$ cat config.mk
export PLATFORM = sky130hd
export DESIGN_NAME = open_syncmer_detector_core
export DESIGN_NICKNAME = d
export VERILOG_FILES = /design/src/hdl/osd_pkg.sv /design/src/hdl/open_syncmer_detector_core.sv /design/src/hdl/osd_cell.sv /design/src/hdl/osd_cell_row.sv
export SDC_FILE = /design/constraint.sdc
export NUM_CORES = 2
export LEC_CHECK = 0
export BUFFER_PORTS_ARGS = -buffer_cell sky130_fd_sc_hd__buf_4
export CAP_MARGIN = 0
export CORE_MARGIN = 5
export CORE_UTILIZATION = 50
export DETAILED_ROUTE_END_ITERATION = 10
export MAX_ROUTING_LAYER = met4
export PLACE_DENSITY = 0.65
export SKIP_CTS_REPAIR_TIMING = 1
export SKIP_LAST_GASP = 1
export SYNTH_ARGS = -nofsm -noshare
export SYNTH_HDL_FRONTEND = slang
export SYNTH_SLANG_ARGS = --single-unit
$ cat constraint.sdc
create_clock -name aclk -period 72.7 [get_ports aclk]
set_input_delay 3.635 -clock aclk [delete_from_list [all_inputs] [get_ports aclk]]
set_output_delay 3.635 -clock aclk [all_outputs]
set_load 0.02 [all_outputs]
$ cat src/hdl/osd_pkg.sv
// shared constants and widths for the open syncmer detector
`timescale 1ns / 1ps

package osd_pkg;

    localparam int MAX_WINDOW_DEF = 64;
    localparam int MAX_SMER_DEF   = 16;

    localparam int BASE_W      = 2;
    localparam int S_TDATA_W   = 8;
    localparam int M_TDATA_W   = 8;

    localparam int SMER_LEN_W  = 5;
    localparam int KMER_LEN_W  = 7;
    localparam int CFG_IDX_W   = 1;
    localparam int CFG_DATA_W  = 7;

    localparam logic [CFG_IDX_W-1:0] REG_SMER_LEN = 1'd0;
    localparam logic [CFG_IDX_W-1:0] REG_KMER_LEN = 1'd1;

    localparam logic [SMER_LEN_W-1:0] SMER_LEN_RST = 5'd8;
    localparam logic [KMER_LEN_W-1:0] KMER_LEN_RST = 7'd55;

endpackage

$ cat src/hdl/open_syncmer_detector_core.sv
// the result of a base is registered and on m_tdata in the cycle after its transfer
// throughput: one base per cycle unless stalled, as the cell row shifts every transfer
// the output register stalls input only while a result waits and m_tready is low
// synchronous active-low reset clears config to defaults, s-mer, count and marks
// stored s-mers are not cleared; no clearing pass is needed
`timescale 1ns / 1ps

module open_syncmer_detector_core #(
    parameter int MAX_WINDOW = osd_pkg::MAX_WINDOW_DEF,
    parameter int MAX_SMER   = osd_pkg::MAX_SMER_DEF
) (
    input  logic                             aclk,
    input  logic                             aresetn,
    // config write port
    input  logic                             cfg_wr_en,
    input  logic [osd_pkg::CFG_IDX_W-1:0]    cfg_index,
    input  logic [osd_pkg::CFG_DATA_W-1:0]   cfg_wr_data,
    // base stream
    input  logic                             s_tvalid,
    output logic                             s_tready,
    input  logic [osd_pkg::S_TDATA_W-1:0]    s_tdata,   // [1:0] base
    // result stream
    output logic                             m_tvalid,
    input  logic                             m_tready,
    output logic [osd_pkg::M_TDATA_W-1:0]    m_tdata    // [0] is_syncmer, [1] window_valid
);

    localparam int SMER_W = 2 * MAX_SMER;
    localparam int SL_W   = $clog2(MAX_SMER + 1);
    localparam int WL_W   = $clog2(MAX_WINDOW + 1);

    logic [osd_pkg::SMER_LEN_W-1:0] smer_len_reg;
    logic [osd_pkg::KMER_LEN_W-1:0] kmer_len_reg;
    logic [SMER_W-1:0]              cur_smer_reg, cur_smer_next;
    logic [WL_W-1:0]                bases_seen_reg, bases_seen_next;
    logic                           m_tvalid_reg;
    logic                           is_syncmer_reg, is_syncmer_next;
    logic                           window_valid_reg, window_valid_next;

    logic                  accept;
    logic [SL_W-1:0]       s_sat;
    logic [WL_W-1:0]       w_sat;
    logic [SMER_W-1:0]     smer_mask;
    logic [WL_W-1:0]       lead_off;
    logic [MAX_WINDOW:0]   mark_chain;

    assign s_tready = !m_tvalid_reg || m_tready;
    assign accept   = s_tvalid && s_tready;

    // config write
    always_ff @(posedge aclk) begin
        if (!aresetn) begin
            smer_len_reg <= osd_pkg::SMER_LEN_RST;
            kmer_len_reg <= osd_pkg::KMER_LEN_RST;
        end else if (cfg_wr_en) begin
            case (cfg_index)
                osd_pkg::REG_SMER_LEN: begin
                    smer_len_reg <= cfg_wr_data[osd_pkg::SMER_LEN_W-1:0];
                end
                osd_pkg::REG_KMER_LEN: begin
                    kmer_len_reg <= cfg_wr_data[osd_pkg::KMER_LEN_W-1:0];
                end
                default: begin
                end
            endcase
        end
    end

    // lengths clipped to what the row can hold
    always_comb begin
        if (32'(smer_len_reg) > 32'(MAX_SMER)) begin
            s_sat = SL_W'(MAX_SMER);
        end else begin
            s_sat = SL_W'(smer_len_reg);
        end
        if (32'(kmer_len_reg) > 32'(MAX_WINDOW)) begin
            w_sat = WL_W'(MAX_WINDOW);
        end else begin
            w_sat = WL_W'(kmer_len_reg);
        end
    end

    always_comb begin
        for (int i = 0; i < SMER_W; i++) begin
            smer_mask[i] = (32'(i >> 1) < 32'(s_sat));
        end
    end

    assign cur_smer_next = {cur_smer_reg[SMER_W-3:0], s_tdata[osd_pkg::BASE_W-1:0]}
                           & smer_mask;

    assign bases_seen_next = (32'(bases_seen_reg) < 32'(MAX_WINDOW))
                             ? bases_seen_reg + WL_W'(1) : bases_seen_reg;

    osd_cell_row #(
        .MAX_WINDOW (MAX_WINDOW),
        .SMER_W     (SMER_W)
    ) u_row (
        .aclk       (aclk),
        .aresetn    (aresetn),
        .shift_en   (accept),
        .cand       (cur_smer_next),
        .mark_chain (mark_chain)
    );

    // the window's first s-mer sits w - s entries back
    assign lead_off = WL_W'(32'(w_sat) - 32'(s_sat));

    always_comb begin
        window_valid_next = (bases_seen_next >= w_sat);
        is_syncmer_next   = 1'b0;
        if (window_valid_next) begin
            if (s_sat == '0) begin
                is_syncmer_next = 1'b1;
            end else if (32'(s_sat) <= 32'(w_sat)) begin
                is_syncmer_next = !mark_chain[lead_off];
            end
        end
    end

    always_ff @(posedge aclk) begin
        if (!aresetn) begin
            cur_smer_reg   <= '0;
            bases_seen_reg <= '0;
            m_tvalid_reg   <= 1'b0;
        end else begin
            if (accept) begin
                cur_smer_reg   <= cur_smer_next;
                bases_seen_reg <= bases_seen_next;
                m_tvalid_reg   <= 1'b1;
            end else if (m_tready) begin
                m_tvalid_reg   <= 1'b0;
            end
        end
    end

    always_ff @(posedge aclk) begin
        if (accept) begin
            is_syncmer_reg   <= is_syncmer_next;
            window_valid_reg <= window_valid_next;
        end
    end

    assign m_tvalid = m_tvalid_reg;
    assign m_tdata  = {{(osd_pkg::M_TDATA_W-2){1'b0}}, window_valid_reg, is_syncmer_reg};

    // a flagged syncmer always has a full window behind it
    assert property (@(posedge aclk) disable iff (!aresetn)
        m_tvalid_reg |-> (window_valid_reg || !is_syncmer_reg))
        else $error("syncmer flag without a full window");

    // base count saturates at the row length
    assert property (@(posedge aclk) disable iff (!aresetn)
        32'(bases_seen_reg) <= 32'(MAX_WINDOW))
        else $error("base count beyond row length");

    // every accepted base leaves a result behind
    assert property (@(posedge aclk) disable iff (!aresetn)
        accept |=> m_tvalid_reg)
        else $error("transfer without result");

    // input is only held off by a waiting result
    assert property (@(posedge aclk) disable iff (!aresetn)
        !s_tready |-> (m_tvalid_reg && !m_tready))
        else $error("input stalled with no pending result");

    // the count moves only on a transfer
    assert property (@(posedge aclk) disable iff (!aresetn)
        !accept |=> $stable(bases_seen_reg))
        else $error("base count changed without transfer");

endmodule

$ cat src/hdl/osd_cell.sv
// one window cell: stored s-mer with its beaten mark
`timescale 1ns / 1ps

module osd_cell #(
    parameter int SMER_W = 2 * osd_pkg::MAX_SMER_DEF
) (
    input  logic              aclk,
    input  logic              aresetn,
    input  logic              shift_en,
    input  logic [SMER_W-1:0] cand,
    input  logic [SMER_W-1:0] smer_in,
    input  logic              mark_in,
    output logic [SMER_W-1:0] smer_out,
    output logic              mark_out
);

    logic [SMER_W-1:0] smer_reg;
    logic              mark_reg;

    // mark as it stands once the new s-mer has been compared
    assign mark_out = mark_reg | (cand < smer_reg);
    assign smer_out = smer_reg;

    always_ff @(posedge aclk) begin
        if (shift_en) begin
            smer_reg <= smer_in;
        end
    end

    always_ff @(posedge aclk) begin
        if (!aresetn) begin
            mark_reg <= 1'b0;
        end else if (shift_en) begin
            mark_reg <= mark_in;
        end
    end

endmodule

$ cat src/hdl/osd_cell_row.sv
// row of window cells, newest s-mer enters cell 0
`timescale 1ns / 1ps

module osd_cell_row #(
    parameter int MAX_WINDOW = osd_pkg::MAX_WINDOW_DEF,
    parameter int SMER_W     = 2 * osd_pkg::MAX_SMER_DEF
) (
    input  logic                aclk,
    input  logic                aresetn,
    input  logic                shift_en,
    input  logic [SMER_W-1:0]   cand,
    // bit k: updated mark of the entry k bases back, bit 0 is the new entry
    output logic [MAX_WINDOW:0] mark_chain
);

    logic [SMER_W-1:0] smer_link [0:MAX_WINDOW];
    logic [MAX_WINDOW:0] mark_link;

    assign smer_link[0] = cand;
    assign mark_link[0] = 1'b0;

    for (genvar k = 0; k < MAX_WINDOW; k++) begin : g_cell
        osd_cell #(
            .SMER_W (SMER_W)
        ) u_cell (
            .aclk     (aclk),
            .aresetn  (aresetn),
            .shift_en (shift_en),
            .cand     (cand),
            .smer_in  (smer_link[k]),
            .mark_in  (mark_link[k]),
            .smer_out (smer_link[k+1]),
            .mark_out (mark_link[k+1])
        );
    end

    assign mark_chain = mark_link;

endmodule

* Word-level counts from Yosys, hierarchy flattened
Cells that the tools add are included.
** Storage, ports and cells
- Input bits :: 21
- Logic and storage cells :: 304
- Register bits :: 2163
- Output and inout port bits :: 10
** Cells by class
- Bitwise logic cells :: 65
- Order comparisons :: 86
- Add/subtract/negate cells :: 2
- Reduce and logical (&&, ||, !) cells :: 8
- Mux-type cells :: 9
** Operator list (number)
- < comparator 32 bit :: 64
- bitwise OR 1 bit :: 63
- < comparator 4 x 5 -> 1 bit (first input constant) :: 8
- AND 32 bit :: 1
- < comparator 3 x 5 -> 1 bit (first input constant) :: 4
- 2-to-1 mux 7 bit :: 2
- < comparator 1 x 5 -> 1 bit (first input constant) :: 2
- < comparator 2 x 5 -> 1 bit (first input constant) :: 2
- < comparator 7 x 8 -> 1 bit (second input constant) :: 1
- adder 7 x 1 -> 7 bit (second input constant) :: 1
- binary-select mux 1 bit (select 7 bit) :: 1
- >= comparator 7 bit :: 1
- greater-than comparator 7 bit (second input constant) :: 1
- <= comparator 5 x 7 -> 1 bit :: 1
- < comparator 7 bit (second input constant) :: 1
- subtractor 7 x 5 -> 7 bit :: 1
- greater-than comparator 5 bit (second input constant) :: 1
- zero test 5 bit :: 1
- 2-to-1 mux 1 bit :: 5
- 2-to-1 mux 5 bit :: 1
- AND reduction 2 bit :: 2
- zero test 1 bit :: 2
- nonzero test 2 bit :: 1
- logical AND 1 bit :: 1
- other kinds (2) :: 2

* Depth between registers and ports, before layout
- Depth in word-level cells :: 11
- Mapped depth :: 17

* Modules after synthesis
From an unflattened synthesis, not the netlist that was laid out.
** Unflattened totals
- Cells, all modules :: 9690
- Area, all modules :: 119434.5 um^2
** By module, submodules not included
- osd_cell :: cells an instance 145, area each 1810.5 um^2, times used 64, sequential area each 980.9 um^2
- open_syncmer_detector_core :: cells an instance 408, area each 3552.2 um^2, times used 1, sequential area each 1061.0 um^2
- osd_cell_row :: cells an instance 2, area each 11.3 um^2, times used 1, sequential area each 0.0 um^2

* Worst setup path before layout
Ideal clock, no wire load.
- Path kind :: input to register
- From :: input m_tready
- To :: register u_row.g_cell[14].u_cell.mark_reg
- Setup time :: 2.592 ns
- Arrival :: 60.436 ns
- Data required time :: 70.108 ns
- Setup slack :: 9.672 ns
- Cell stages on the path :: 6
- Path buffers :: 2
- Cells stage by stage :: nand2b_1 nand2_1 inv_1 clkbuf_1 clkbuf_1 a211oi_1
** Between the ends
- Longest elaborated chain between the ends :: 2
** RTL lines
- from (decl) :: line open_syncmer_detector_core.sv:24 : input logic m_tready,
- logical OR 1 bit :: line open_syncmer_detector_core.sv:47 : assign s_tready = !m_tvalid_reg || m_tready;
- logical AND 1 bit :: line open_syncmer_detector_core.sv:48 : assign accept = s_tvalid && s_tready;
- net accept :: line open_syncmer_detector_core.sv:40 : logic accept;
- to (signal assigned) :: line osd_cell.sv:34 : mark_reg <= mark_in;
- to (decl) :: line osd_cell.sv:18 : logic mark_reg;
The timed path passes the listed nets, and every way through them passes these cells.
A chain may end at the register's enable or synchronous reset.

* Worst setup path in the final report
- From :: input m_tready
- To :: register u_row.g_cell[11].u_cell.smer_reg[24], enable pin
** Between the ends
- Longest elaborated chain between the ends :: 2
** RTL lines
- logical OR 1 bit :: line open_syncmer_detector_core.sv:47
- logical AND 1 bit :: line open_syncmer_detector_core.sv:48
- to (signal assigned) :: line osd_cell.sv:26 : smer_reg <= smer_in;
- to (decl) :: line osd_cell.sv:17 : logic [SMER_W-1:0] smer_reg;
No other way between the ends.

==> results.yml <==
worst_setup_path:
  critPathLaunchType: "primary input"
  cp_max_fo: 146
  arrival_ns: 8.65
  critPathMostFrequentCell: "buf_4"
  path_cells: "buf_4, nand2b_1, nand2_4, inv_8, buf_4, buf_4, buf_4, buf_4"
  ff2ff_path_depth: 16
  slowest_stage: "buf_4"
  path_buf_inv: 6
  endpoint_kind: "flop"
  path_delay_family: "buffers and inverters"
  crit_required_ns: 73.19
  max_stage_delay_ns: 0.97
  crit_cells: 8
  critPathKind: "primary input to flop"
placement:
  dp_cells: 13000
  place_hpwl_um: 211000
  numPortBuffers: 18
  place.gp.congestion: 0.908
  postPlaceCellArea_mm2: 0.122
die:
  die_area_mm2: 0.244
  row_count: 177
  die_y_um: 494
  die_w_um: 494
  coreArea_mm2: 0.233
  initial_core_util: 0.503
  ios: 31
sta:
  holdWs_ns: 0.423
  slew_headroom: 0.0532
  finalHoldViolCount: 0
  fin_setup_tns_ns: 0
  drv_slew: 0
  skew_ns: 0.0340
  tightest_slew_ns: 1.42
  finalCriticalPeriod_ns: 8.16
  timing.fmax_mhz: 122
  fin_crit_sh: 0.112
  rsz0062_at_grt: "false"
  finalSetupViolations: 0
final_layout:
  postLayoutCellArea_mm2: 0.129
  syn2layout_area_growth_pct: 10.5
  utilization: 0.556
  final_cells: 13400
  drive_above_1_share: 0.0521
  nets: 12000
  largest_register_ffs: 2048
grt:
  antenna_found_initial: 7
  grt_pass1_vias: 81200
  grt-ovfl-total: 0
  grt_max_degree: 171
  grt_use_total: 0.244
  grt_pass1_wl_um: 445000
detailed_routing:
  wl_um: 293000
  post-route-drc-count: 0
  wl_per_cell_um: 21.8
  dr_total_vias: 76900
  drtIter0Drc: 5120
  drtPass1Iterations: 6
  viasPerCell: 5.73
  drtAntennaViolNets: 1
synth:
  netlist_area_mm2: 0.117
  synth_seq_cells: 2163
  synth-seq-area-share: 0.545
  synth-simple-area-share: 0.0714
  synth_area_leaders: "edfxtp_1 53%, ha_1 21%, inv_1 6.4%, a21oi_1 2.6%, dfxtp_1 1.9%"
  synth_top_family_by_area: "adder cells"
  synthAdderAreaFrac: 0.207
  syn_inst: 9806
  synth_top_area_frac: 0.526
  avgSynthCellArea_um2: 11.9
  async_reset_ff_frac: 0
  synthMuxAreaShare: 0.000951
  synth_cell_type_count: 90
  synth_compound_area_frac: 0.106
  yosysWarnings: 0
  synthFlopType: "edfxtp_1"
  synth-edff-count: 2050
  synth_xor_area_frac: 0.000973
  synth_area_leader_cell: "edfxtp_1"
cts:
  root_buffer: "clkbuf_16"
  clk_latency_ns: 0.88
  cts.reportedPaths.clkPinSlew_ns: 0.06
  cts_tree: "yes"
  htreeDepth: 4
  cts_buffers: 227
  cts.sinks: 2163
  cts_buffer_depth: 3
pwr:
  leakage_nw: 61.0
  ir_drop_v: 0.0000205
  power.density_mw_per_mm2: 22.3
job:
  max-cap-violations: 0
outcome:
  status: "finished, violations left"
  violations: "antenna violations"
hold_path:
  hold_class: "flop to flop"
  whs_path_depth: 0
-- where the power goes --
| part | total [mW] | leakage [nW] | switching [mW] | internal [mW] |
|---|---|---|---|---|
| sequential | 1.50 | 20.8 | 0.0417 | 1.46 |
| clock | 1.18 | 3.71 | 0.497 | 0.687 |
| combinational | 0.207 | 36.5 | 0.141 | 0.0660 |
| total | 2.89 | 61.0 | 0.679 | 2.21 |
-- cell type report --
cell class              instances  area [um^2]
fillers                     19200       103000
flip-flops and latches       2163        63800
multi-input cells            5555        45500
inverters                    2011         7560
clock buffers                 317         6320
well taps                    3132         3920
clock inverters               112         1210
repair buffers                116         1020
diodes                         12         30.0
-- cell usage after synthesis, types with 12 or more instances --
cell type / n
nand2b_1: 36
or3_1: 28
a31oi_1: 44
nand3b_1: 15
nor3b_1: 15
buf_2: 15
nor2_1: 330
and4_1: 20
nand3_1: 195
and2_1: 21
dfxtp_1: 113
inv_1: 2008
a2111oi_0: 58
a221oi_1: 36
a211o_1: 35
a211oi_1: 105
o21a_1: 59
or2_2: 20
o31a_1: 12
or4_1: 14
and3_1: 37
a311oi_1: 12
o22ai_1: 19
a21boi_0: 21
a21o_1: 269
ha_1: 1933
nand4b_1: 19
o21ai_0: 357
o211ai_1: 97
o221ai_1: 23
nand4_1: 251
edfxtp_1: 2050
o2111ai_1: 30
clkbuf_1: 50
nand2_1: 407
o21bai_1: 20
nor2b_1: 83
o31ai_1: 22
nor4_1: 44
nor3_1: 105
a21oi_1: 600
-- layer usage --
metal | vias up | routed length (um) | GRT usage
li1 | 36300 | - | -
met2 | 1766 | 150000 | 0.433
met3 | 768 | 14100 | 0.0365
met4 | 0 | 21300 | 0.151
met1 | 38200 | 107000 | 0.255
met5 | - | 0 | -
-- cell families (layout without fill, tap and decap cells) --
group,count (synthesis),in the layout
adder cells (fa/ha/maj),1940,1940
AND/OR/NAND/NOR,1659,1659
multiplexers,11,11
flip-flops,2163,2163
other,1,18
buffers and inverters,2093,2556
AO/OA/AOI/OAI,1926,1926
XOR/XNOR,13,13
-- cell usage in the layout (no fill, tap or decap), types with 28 or more instances in the layout --
cell type     n
a31oi_1      44
inv_1      2007
nor3_1      105
a2111oi_0    55
clkinv_1     29
nand4_1     251
or3_1        28
clkbuf_1     62
nand3_1     195
nand2_1     406
o21a_1       59
nor2b_1      69
clkinv_2     44
a211oi_1    105
dfxtp_1     113
o211ai_1     97
o2111ai_1    30
ha_1       1933
o21ai_0     357
nor4_1       44
edfxtp_1   2050
clkbuf_16   229
nand2b_1     36
a21o_1      269
a21oi_1     600
a211o_1      35
and3_1       35
nor2_1      330
a221oi_1     36
buf_4       104
-- per-stage QoR --
| stage | total power, mW | setup slack, ns |
|---|---|---|
| after detailed placement | 1.73 | 63.73 |
| after global placement | 1.72 | 63.80 |
| final | 2.89 | 64.54 |
| after CTS | 2.91 | 64.68 |
| after floorplan | 1.82 | 9.67 |
| after global routing | 3.00 | 64.27 |
-- worst paths after layout --
kind                                           to  slack, ns                                 from
max          u_row.g_cell[11].u_cell.smer_out[24]      64.54                             m_tready
min           u_row.g_cell[33].u_cell.smer_out[3]       0.42  u_row.g_cell[32].u_cell.smer_out[3]
max reg2reg                        is_syncmer_reg      65.78                      smer_len_reg[0]
min reg2reg   u_row.g_cell[33].u_cell.smer_out[3]       0.42  u_row.g_cell[32].u_cell.smer_out[3]
Note: power is estimated with default switching activity, not from simulation.
